**config.mk**
```make
export PLATFORM = sky130hd
export DESIGN_NAME = murmur3_32_hash_unit
export DESIGN_NICKNAME = d
export VERILOG_FILES = /design/src/hw/rtl/mh3_pkg.sv /design/src/hw/rtl/murmur3_32_hash_unit.sv /design/src/hw/rtl/mh3_fifo.sv /design/src/hw/rtl/mh3_front.sv /design/src/hw/rtl/mh3_back.sv
export SDC_FILE = /design/constraint.sdc
export NUM_CORES = 2
export LEC_CHECK = 0
export BUFFER_PORTS_ARGS = -buffer_cell sky130_fd_sc_hd__buf_2
export CORE_MARGIN = 2
export CORE_UTILIZATION = 25
export CTS_CLUSTER_DIAMETER = 100
export CTS_CLUSTER_SIZE = 30
export DETAILED_ROUTE_END_ITERATION = 8
export GPL_ROUTABILITY_DRIVEN = 0
export MAX_ROUTING_LAYER = met4
export RECOVER_POWER = 100
export SYNTH_ARGS = -nofsm -noshare
export SYNTH_HDL_FRONTEND = slang
export SYNTH_SLANG_ARGS = --single-unit
export TNS_END_PERCENT = 20
```
**constraint.sdc**
```tcl
create_clock -name i_clk -period 8.6 [get_ports i_clk]
set_input_delay 0.43 -clock i_clk [delete_from_list [all_inputs] [get_ports i_clk]]
set_output_delay 0.43 -clock i_clk [all_outputs]
set_load 0.02 [all_outputs]
```
**src/hw/rtl/mh3_pkg.sv**
```systemverilog
// Shared types and constants for the MurmurHash3 x86_32 hash unit.
// Depends on nothing; imported by the top level, front end, back end and checker.
package mh3_pkg;

    localparam logic [31:0] MIX_C1    = 32'hcc9e2d51;
    localparam logic [31:0] MIX_C2    = 32'h1b873593;
    localparam logic [31:0] ROUND_ADD = 32'he6546b64;
    localparam logic [31:0] FIN_M1    = 32'h85ebca6b;
    localparam logic [31:0] FIN_M2    = 32'hc2b2ae35;

    localparam int DEF_QUEUE_DEPTH  = 4;
    localparam int DEF_RESULT_DEPTH = 4;

    typedef enum logic [1:0] {
        KIND_NONE,
        KIND_TAIL,
        KIND_FULL
    } t_kind;

    typedef struct packed {
        logic [31:0] k;
        t_kind       kind;
        logic [2:0]  len_add;
        logic        last;
    } t_work;

endpackage

```
**src/hw/rtl/murmur3_32_hash_unit.sv**
```systemverilog
// Top level of the MurmurHash3 x86_32 hash unit: front end, work queue,
// back end and result queue. Depends on mh3_pkg, mh3_fifo, mh3_front, mh3_back.
//
//  Channel   Direction  Handshake          Word
//  input     in         push / full        i_key_word, i_byte_count, i_last_word
//  result    out        empty / pop        o_hash_value
//  seed      in         i_seed_we          i_seed_data
//
// One key word is taken per cycle while the work queue has room; the back end
// folds one word per cycle into the running hash through its rotate and add,
// while the work queue holds words and a last word finds result queue room.
// Words pass scramble stages s1 and s2 into the work queue; hashes pass
// registers f, a1 and a2 into the result queue. Reset clears the seed, hash
// state and both queues; full rises when queued plus scrambling words reach
// the queue depth, and a stalled result queue holds back only last words.
module murmur3_32_hash_unit
    import mh3_pkg::*;
#(
    parameter int QUEUE_DEPTH  = DEF_QUEUE_DEPTH,
    parameter int RESULT_DEPTH = DEF_RESULT_DEPTH
) (
    input  logic        i_clk,
    input  logic        i_rst_n,
    input  logic        push,
    output logic        full,
    input  logic [31:0] i_key_word,
    input  logic [2:0]  i_byte_count,
    input  logic        i_last_word,
    output logic        empty,
    input  logic        pop,
    output logic [31:0] o_hash_value,
    input  logic        i_seed_we,
    input  logic [31:0] i_seed_data
);

    localparam int WorkW = $bits(t_work);
    localparam int QCW   = $clog2(QUEUE_DEPTH + 1);
    localparam int RCW   = $clog2(RESULT_DEPTH + 1);

    logic             q_push;
    t_work            q_wdata;
    logic [WorkW-1:0] q_rdata_raw;
    t_work            q_rdata;
    logic             q_pop;
    logic             q_empty;
    logic [QCW-1:0]   q_count;
    logic             res_push;
    logic [31:0]      res_data;
    logic [RCW-1:0]   res_count;

    assign q_rdata = t_work'(q_rdata_raw);

    mh3_front #(
        .DEPTH (QUEUE_DEPTH)
    ) u_front (
        .i_clk        (i_clk),
        .i_rst_n      (i_rst_n),
        .i_push       (push),
        .o_full       (full),
        .i_key_word   (i_key_word),
        .i_byte_count (i_byte_count),
        .i_last_word  (i_last_word),
        .i_q_count    (q_count),
        .o_q_push     (q_push),
        .o_q_data     (q_wdata)
    );

    mh3_fifo #(
        .WIDTH (WorkW),
        .DEPTH (QUEUE_DEPTH)
    ) u_work_q (
        .i_clk   (i_clk),
        .i_rst_n (i_rst_n),
        .i_push  (q_push),
        .i_data  (q_wdata),
        .i_pop   (q_pop),
        .o_empty (q_empty),
        .o_data  (q_rdata_raw),
        .o_count (q_count)
    );

    mh3_back #(
        .RDEPTH (RESULT_DEPTH)
    ) u_back (
        .i_clk       (i_clk),
        .i_rst_n     (i_rst_n),
        .i_q_empty   (q_empty),
        .i_q_data    (q_rdata),
        .o_q_pop     (q_pop),
        .i_seed_we   (i_seed_we),
        .i_seed_data (i_seed_data),
        .i_res_count (res_count),
        .o_res_push  (res_push),
        .o_res_data  (res_data)
    );

    mh3_fifo #(
        .WIDTH (32),
        .DEPTH (RESULT_DEPTH)
    ) u_result_q (
        .i_clk   (i_clk),
        .i_rst_n (i_rst_n),
        .i_push  (res_push),
        .i_data  (res_data),
        .i_pop   (pop),
        .o_empty (empty),
        .o_data  (o_hash_value),
        .o_count (res_count)
    );

endmodule

```
**src/hw/rtl/mh3_fifo.sv**
```systemverilog
// Small synchronous queue of words with a fill count.
// Depends on nothing; used between the front and back and for results.
module mh3_fifo #(
    parameter int WIDTH = 32,
    parameter int DEPTH = 4
) (
    input  logic                       i_clk,
    input  logic                       i_rst_n,
    input  logic                       i_push,
    input  logic [WIDTH-1:0]           i_data,
    input  logic                       i_pop,
    output logic                       o_empty,
    output logic [WIDTH-1:0]           o_data,
    output logic [$clog2(DEPTH+1)-1:0] o_count
);

    localparam int AW = (DEPTH > 1) ? $clog2(DEPTH) : 1;
    localparam int CW = $clog2(DEPTH + 1);

    logic [WIDTH-1:0] r_mem [DEPTH];
    logic [AW-1:0]    r_wr_ptr, n_wr_ptr;
    logic [AW-1:0]    r_rd_ptr, n_rd_ptr;
    logic [CW-1:0]    r_count, n_count;
    logic             do_pop;

    assign do_pop  = i_pop && (r_count != '0);
    assign o_empty = (r_count == '0);
    assign o_data  = r_mem[r_rd_ptr];
    assign o_count = r_count;

    always_comb begin
        n_wr_ptr = r_wr_ptr;
        n_rd_ptr = r_rd_ptr;
        if (i_push) begin
            n_wr_ptr = (r_wr_ptr == AW'(DEPTH - 1)) ? '0 : r_wr_ptr + 1'b1;
        end
        if (do_pop) begin
            n_rd_ptr = (r_rd_ptr == AW'(DEPTH - 1)) ? '0 : r_rd_ptr + 1'b1;
        end
        case ({i_push, do_pop})
            2'b10:   n_count = r_count + 1'b1;
            2'b01:   n_count = r_count - 1'b1;
            default: n_count = r_count;
        endcase
    end

    always_ff @(posedge i_clk) begin
        if (i_push) begin
            r_mem[r_wr_ptr] <= i_data;
        end
    end

    always_ff @(posedge i_clk) begin
        if (!i_rst_n) begin
            r_wr_ptr <= '0;
            r_rd_ptr <= '0;
            r_count  <= '0;
        end else begin
            r_wr_ptr <= n_wr_ptr;
            r_rd_ptr <= n_rd_ptr;
            r_count  <= n_count;
        end
    end

    a_no_overflow: assert property (@(posedge i_clk) disable iff (!i_rst_n)
        (i_push && !do_pop) |-> (r_count < CW'(DEPTH)))
        else $error("queue written while full");

endmodule

```
**src/hw/rtl/mh3_front.sv**
```systemverilog
// Front end: accepts key words, classifies them and scrambles the key word.
// Depends on mh3_pkg; feeds the work queue read by mh3_back.
module mh3_front
    import mh3_pkg::*;
#(
    parameter int DEPTH = DEF_QUEUE_DEPTH
) (
    input  logic                       i_clk,
    input  logic                       i_rst_n,
    input  logic                       i_push,
    output logic                       o_full,
    input  logic [31:0]                i_key_word,
    input  logic [2:0]                 i_byte_count,
    input  logic                       i_last_word,
    input  logic [$clog2(DEPTH+1)-1:0] i_q_count,
    output logic                       o_q_push,
    output t_work                      o_q_data
);

    localparam int CW = $clog2(DEPTH + 1);
    localparam int SW = CW + 2;

    logic          accept;
    logic [2:0]    eff_count;
    logic [31:0]   tail_mask;
    t_work         cls;
    logic [SW-1:0] used;
    logic [31:0]   rot_prod;
    t_work         s2_next;

    logic          r_s1_valid;
    logic [31:0]   r_s1_prod;
    t_work         r_s1_info;
    logic          r_s2_valid;
    t_work         r_s2_work;

    // Queue entries plus words still in the scramble stages must leave a free slot.
    assign used   = SW'(i_q_count) + SW'(r_s1_valid) + SW'(r_s2_valid);
    assign o_full = (used >= SW'(DEPTH));
    assign accept = i_push && !o_full;

    always_comb begin
        eff_count = (i_byte_count > 3'd4) ? 3'd4 : i_byte_count;
        unique case (eff_count)
            3'd1:    tail_mask = 32'h0000_00ff;
            3'd2:    tail_mask = 32'h0000_ffff;
            3'd3:    tail_mask = 32'h00ff_ffff;
            default: tail_mask = 32'hffff_ffff;
        endcase
        cls.last = i_last_word;
        if (!i_last_word) begin
            cls.kind    = KIND_FULL;
            cls.len_add = 3'd4;
            cls.k       = i_key_word;
        end else begin
            cls.len_add = eff_count;
            cls.k       = i_key_word & tail_mask;
            if (eff_count == 3'd4) begin
                cls.kind = KIND_FULL;
            end else if (eff_count != 3'd0) begin
                cls.kind = KIND_TAIL;
            end else begin
                cls.kind = KIND_NONE;
            end
        end
    end

    assign rot_prod = {r_s1_prod[16:0], r_s1_prod[31:17]};

    always_comb begin
        s2_next   = r_s1_info;
        s2_next.k = rot_prod * MIX_C2;
    end

    always_ff @(posedge i_clk) begin
        r_s1_prod <= cls.k * MIX_C1;
        r_s1_info <= cls;
        r_s2_work <= s2_next;
    end

    always_ff @(posedge i_clk) begin
        if (!i_rst_n) begin
            r_s1_valid <= 1'b0;
            r_s2_valid <= 1'b0;
        end else begin
            r_s1_valid <= accept;
            r_s2_valid <= r_s1_valid;
        end
    end

    assign o_q_push = r_s2_valid;
    assign o_q_data = r_s2_work;

    a_room_for_word: assert property (@(posedge i_clk) disable iff (!i_rst_n)
        r_s2_valid |-> (i_q_count < CW'(DEPTH)))
        else $error("scrambled word arrives at a full queue");

    a_accept_flows: assert property (@(posedge i_clk) disable iff (!i_rst_n)
        accept |=> r_s1_valid)
        else $error("accepted word lost in the first stage");

endmodule

```
**src/hw/rtl/mh3_back.sv**
```systemverilog
// Back end: folds scrambled words into the running hash and finishes each key.
// Depends on mh3_pkg; reads the work queue and writes the result queue.
module mh3_back
    import mh3_pkg::*;
#(
    parameter int RDEPTH = DEF_RESULT_DEPTH
) (
    input  logic                        i_clk,
    input  logic                        i_rst_n,
    input  logic                        i_q_empty,
    input  t_work                       i_q_data,
    output logic                        o_q_pop,
    input  logic                        i_seed_we,
    input  logic [31:0]                 i_seed_data,
    input  logic [$clog2(RDEPTH+1)-1:0] i_res_count,
    output logic                        o_res_push,
    output logic [31:0]                 o_res_data
);

    localparam int CW = $clog2(RDEPTH + 1);
    localparam int SW = CW + 2;

    logic [SW-1:0] used;
    logic          room;
    logic [31:0]   h_xor;
    logic [31:0]   h_rot;
    logic [31:0]   h_new;
    logic [31:0]   len_new;
    logic [31:0]   f_mix;
    logic [31:0]   a1_mix;

    logic [31:0]   r_seed;
    logic [31:0]   r_hash;
    logic [31:0]   r_key_len;
    logic          r_f_valid;
    logic [31:0]   r_f_val;
    logic          r_a1_valid;
    logic [31:0]   r_a1_val;
    logic          r_a2_valid;
    logic [31:0]   r_a2_val;

    assign used    = SW'(i_res_count) + SW'(r_f_valid) + SW'(r_a1_valid) + SW'(r_a2_valid);
    assign room    = (used < SW'(RDEPTH));
    assign o_q_pop = !i_q_empty && (!i_q_data.last || room);

    always_comb begin
        h_xor = r_hash ^ i_q_data.k;
        h_rot = {h_xor[18:0], h_xor[31:19]};
        unique case (i_q_data.kind)
            KIND_FULL: h_new = (h_rot << 2) + h_rot + ROUND_ADD;
            KIND_TAIL: h_new = h_xor;
            default:   h_new = r_hash;
        endcase
        len_new = r_key_len + 32'(i_q_data.len_add);
    end

    assign f_mix  = r_f_val ^ (r_f_val >> 16);
    assign a1_mix = r_a1_val ^ (r_a1_val >> 13);

    always_ff @(posedge i_clk) begin
        if (o_q_pop) begin
            r_f_val <= h_new ^ len_new;
        end
        r_a1_val <= f_mix * FIN_M1;
        r_a2_val <= a1_mix * FIN_M2;
    end

    always_ff @(posedge i_clk) begin
        if (!i_rst_n) begin
            r_seed     <= '0;
            r_hash     <= '0;
            r_key_len  <= '0;
            r_f_valid  <= 1'b0;
            r_a1_valid <= 1'b0;
            r_a2_valid <= 1'b0;
        end else begin
            r_f_valid  <= o_q_pop && i_q_data.last;
            r_a1_valid <= r_f_valid;
            r_a2_valid <= r_a1_valid;
            if (o_q_pop) begin
                if (i_q_data.last) begin
                    r_key_len <= '0;
                end else begin
                    r_key_len <= len_new;
                end
            end
            if (i_seed_we) begin
                r_seed <= i_seed_data;
            end
            if (i_seed_we && (r_key_len == '0)) begin
                r_hash <= i_seed_data;
            end else if (o_q_pop) begin
                if (i_q_data.last) begin
                    r_hash <= r_seed;
                end else begin
                    r_hash <= h_new;
                end
            end
        end
    end

    assign o_res_push = r_a2_valid;
    assign o_res_data = r_a2_val ^ (r_a2_val >> 16);

    a_room_for_hash: assert property (@(posedge i_clk) disable iff (!i_rst_n)
        r_a2_valid |-> (i_res_count < CW'(RDEPTH)))
        else $error("finished hash arrives at a full result queue");

    a_new_key_clears: assert property (@(posedge i_clk) disable iff (!i_rst_n)
        (o_q_pop && i_q_data.last) |=> (r_key_len == '0))
        else $error("key length not cleared after the last word");

    a_final_flows: assert property (@(posedge i_clk) disable iff (!i_rst_n)
        r_f_valid |-> ##2 r_a2_valid)
        else $error("finalisation stage lost a hash");

endmodule

```
==> reports/summary.log <==
[timing] slew at the pin closest to its max-slew limit 3650 ps
[floorplan] I/O Pins 107
[yosys] register area share after synthesis 25.5%
[timing] Final period util 91.4%
[critical_path] highest-delay cell along the critical path sky130_fd_sc_hd__fa_1
[cts] clock tree from TritonCTS built
[grt] antenna violations before repair 12
[final_layout] area overhead of the layout relative to synthesis 9.94%
[grt] number of global-route vias before repair 39000
[yosys] net count after synthesis 6858
[yosys] Compound-Gate Fraction of Synth Area 6.38%
[cts] Num CTS Buffers 30
[yosys] synthesized-area fraction occupied by xor and xnor cells 6.28%
[critical_path] required time at the endpoint of the critical path 9160 ps
[timing] RSZ-0062 raised after global routing false
[final_layout] fraction of layout cells with a size suffix above 1 4.65%
[timing] worst-case clock skew 58.6 ps
[floorplan] num rows 175
[final_layout] net count reported at finish 6993
[outcome] outcome finished with violations
[grt] total track usage 12.6%
[critical_path] Worst setup SP type primary input
[yosys] warnings from Yosys 0
[yosys] library cells used by synthesis 85
[cts] count of cells resized by post-cts repair 0
[place] area post-placement 61300 sq um
[place] input/output buffers 106
[route] Routed Antenna Nets 0
[floorplan] die extent in x 481 microns
[route] DRC 0
[yosys] flop and latch count out of synthesis 571
[route] WL final 142000 microns
[final_layout] Layout Cell Area excl Fill 62600 sq um
[yosys] synthesized area 57000 sq um
[floorplan] Placeable Area 227000 sq um
[yosys] predominant post-synthesis flop cell sky130_fd_sc_hd__edfxtp_1
[timing] number of max-slew violations in the final report 484
[grt] largest net degree at the start of global routing 76
[route] detailed-router iteration count before antenna repair 5
[yosys] simple-gate portion of the synthesized area 5.14%
[yosys] adder-cell share of the synthesized area 44.2%
[route] routed vias 36200
[critical_path] nature of the critical path endpoint register
[place] sum of net half-perimeters after detailed placement 119000 microns
[cts] Post-CTS Hold Buffers 34
[yosys] number of standard cells after synthesis 5212
[timing] worst-case headroom to the max-slew limit -143%
[timing] total setup violations reported at the end of the flow 0
[timing] number of hold-slack violations in the final timing report 0
[grt] sum of overflow across all layers after global routing 0
[timing] Max Clock Freq 0.127 GHz
[route] first-iteration detailed-routing DRC count 2036
[timing] Tmin final 7860 ps
[final_layout] fillers 23500
[floorplan] initial core utilization 25.1%
[critical_path] biggest cell delay along the critical path 560 ps
[floorplan] y dimension of the die 481 microns
[critical_path] worst path arrival time 8420 ps
[critical_path] most frequent cell on the critical path sky130_fd_sc_hd__fa_1
[yosys] mean area per synthesized cell 10.9 sq um
[cts] clk slew on worst S/H paths 120 ps
[critical_path] CP max FO 10
[cts] number of levels in the clock H-tree 1
[floorplan] total die area 232000 sq um
[run] max_cap viols 13
[outcome] violated checks max-capacitance violations, max-slew violations
[route] average wire length per cell after detail routing 17.0 microns
[yosys] multiplexer share of the synthesized area 3.45%
[final_layout] Final Util 27.6%
[worst_hold_path] class of the worst hold path in2reg
[critical_path] type of the worst setup path in2reg
[timing] setup total negative slack 0 ps
[yosys] EDFF count, synth 312
[route] Avg Vias per Cell 4.32
[cts] sinks on the clock net 571
[yosys] asr flop ratio synth 0%
[cts] post-CTS setup repair buffer count 0
[cts] maximum clock insertion buffer count 3
[grt] global-route wire length before repair 223000 microns
[yosys] largest family of logic cells by synthesized area adder cells
[cts] clock tree root buffer cell sky130_fd_sc_hd__clkbuf_16
[cts] clock latency of the later-clocked register in the worst-skew pair 700 ps
-- final timing paths --
kind	start	to	slack, ps	depth (start not counted)
hold reg to reg	u_front.r_s1_info[4]$_SDFF_PP0_	u_front.o_q_data[4]$_DFF_P_	340	0
hold / removal	i_seed_data[30]	u_back.r_hash[30]$_SDFFE_PN0P_	60	2
setup / recovery	i_last_word	u_front.r_s1_prod[31]$_DFF_P_	740	29
setup reg to reg	u_back.r_f_val[23]$_DFFE_PP_	u_back.r_a1_val[29]$_DFF_P_	1090	24
-- state kept, by name, indices dropped and copies added (netlist names), 2 cells and up, named ones only --
| signal | flops |
|---|---|
| u_back.r_key_len | 32 |
| u_work_q.r_mem | 152 |
| u_back.r_seed | 32 |
| u_back.r_hash | 32 |
| u_result_q.r_wr_ptr | 2 |
| u_result_q.o_count | 3 |
| u_result_q.r_mem | 128 |
| u_work_q.r_wr_ptr | 2 |
| u_back.r_f_val | 32 |
| u_front.o_q_data | 38 |
| u_work_q.o_count | 3 |
| u_back.r_a2_val | 32 |
| u_work_q.r_rd_ptr | 2 |
| u_front.r_s1_prod | 32 |
| u_result_q.r_rd_ptr | 2 |
| u_back.r_a1_val | 32 |
| u_front.r_s1_info | 6 |
-- worst max-delay path: cells and delay by family --
kind,cells,cell delay [ps]
AO/OA/AOI/OAI,6,1330
XOR/XNOR,2,340
adder cells (fa/ha/maj),9,3680
buffers and inverters,5,940
AND/OR/NAND/NOR,7,1680
-- logic make-up after synthesis --
family / count (synthesis)
mux: 110
flops: 571
simple gates: 624
buf+inv: 1363
fa+ha+maj: 1573
xor+xnor: 407
compound gates: 564
-- cell usage after synthesis, types with 46 or more instances --
cell	number	share of area [%]
sky130_fd_sc_hd__o21ai_0	123	1.1
sky130_fd_sc_hd__nor2_1	223	1.5
sky130_fd_sc_hd__fa_1	732	26
sky130_fd_sc_hd__dfxtp_1	259	9.1
sky130_fd_sc_hd__xor2_1	142	2.2
sky130_fd_sc_hd__a21oi_1	170	1.5
sky130_fd_sc_hd__nand2_1	156	1.0
sky130_fd_sc_hd__edfxtp_1	312	16
sky130_fd_sc_hd__nor3_1	46	0.40
sky130_fd_sc_hd__a21o_1	58	0.76
sky130_fd_sc_hd__ha_1	841	18
sky130_fd_sc_hd__xnor2_1	264	4.1
sky130_fd_sc_hd__clkbuf_1	64	0.42
sky130_fd_sc_hd__mux4_2	69	2.7
sky130_fd_sc_hd__inv_1	1273	8.4
-- cells in the final DEF (no fill, tap or decap), types with 30 or more instances in the layout --
cell                               n
sky130_fd_sc_hd__inv_1          1273
sky130_fd_sc_hd__ha_1            841
sky130_fd_sc_hd__fa_1            732
sky130_fd_sc_hd__edfxtp_1        312
sky130_fd_sc_hd__xnor2_1         264
sky130_fd_sc_hd__dfxtp_1         257
sky130_fd_sc_hd__nor2_1          223
sky130_fd_sc_hd__a21oi_1         171
sky130_fd_sc_hd__nand2_1         156
sky130_fd_sc_hd__xor2_1          142
sky130_fd_sc_hd__o21ai_0         125
sky130_fd_sc_hd__mux4_2           69
sky130_fd_sc_hd__buf_2            68
sky130_fd_sc_hd__clkbuf_1         66
sky130_fd_sc_hd__a21o_1           58
sky130_fd_sc_hd__nor3_1           46
sky130_fd_sc_hd__mux2i_1          40
sky130_fd_sc_hd__dlygate4sd3_1    34
sky130_fd_sc_hd__nand3_1          31
sky130_fd_sc_hd__clkbuf_16        30
sky130_fd_sc_hd__buf_4            30
-- stage by stage --
stage | std cells | hold WS (ps) | setup WS (ps)
2_1_floorplan | 5212 | 310 | 1490
3_3_place_gp | 8290 | 315 | 799
3_5_place_dp | 8290 | 319 | 754
4_1_cts | 8380 | 5.55 | 940
5_1_grt | 8380 | 40.6 | 377
6_report | 8381 | 62.7 | 742
-- cell type report --
type / instances / area, sq um / area share [%]
diodes: 1 / 2.50 / 0.00400
clock buffers: 41 / 803 / 1.28
clock inverters: 15 / 304 / 0.485
inverters: 1277 / 4790 / 7.66
multi-input cells: 3278 / 37300 / 59.5
flip-flops and latches: 571 / 14600 / 23.2
well taps: 3009 / 3760 / 6.01
repair buffers: 189 / 1120 / 1.79
-- routing by layer --
| metal | track usage (%) | wire length [microns] |
|---|---|---|
| met5 | - | 0 |
| met4 | 3.10 | 4120 |
| met3 | 1.20 | 5010 |
| met2 | 22.4 | 72700 |
| met1 | 15.3 | 60400 |
Power is not shown: default switching activity piles up to over one toggle a cycle in this logic, so the estimate is an artifact.
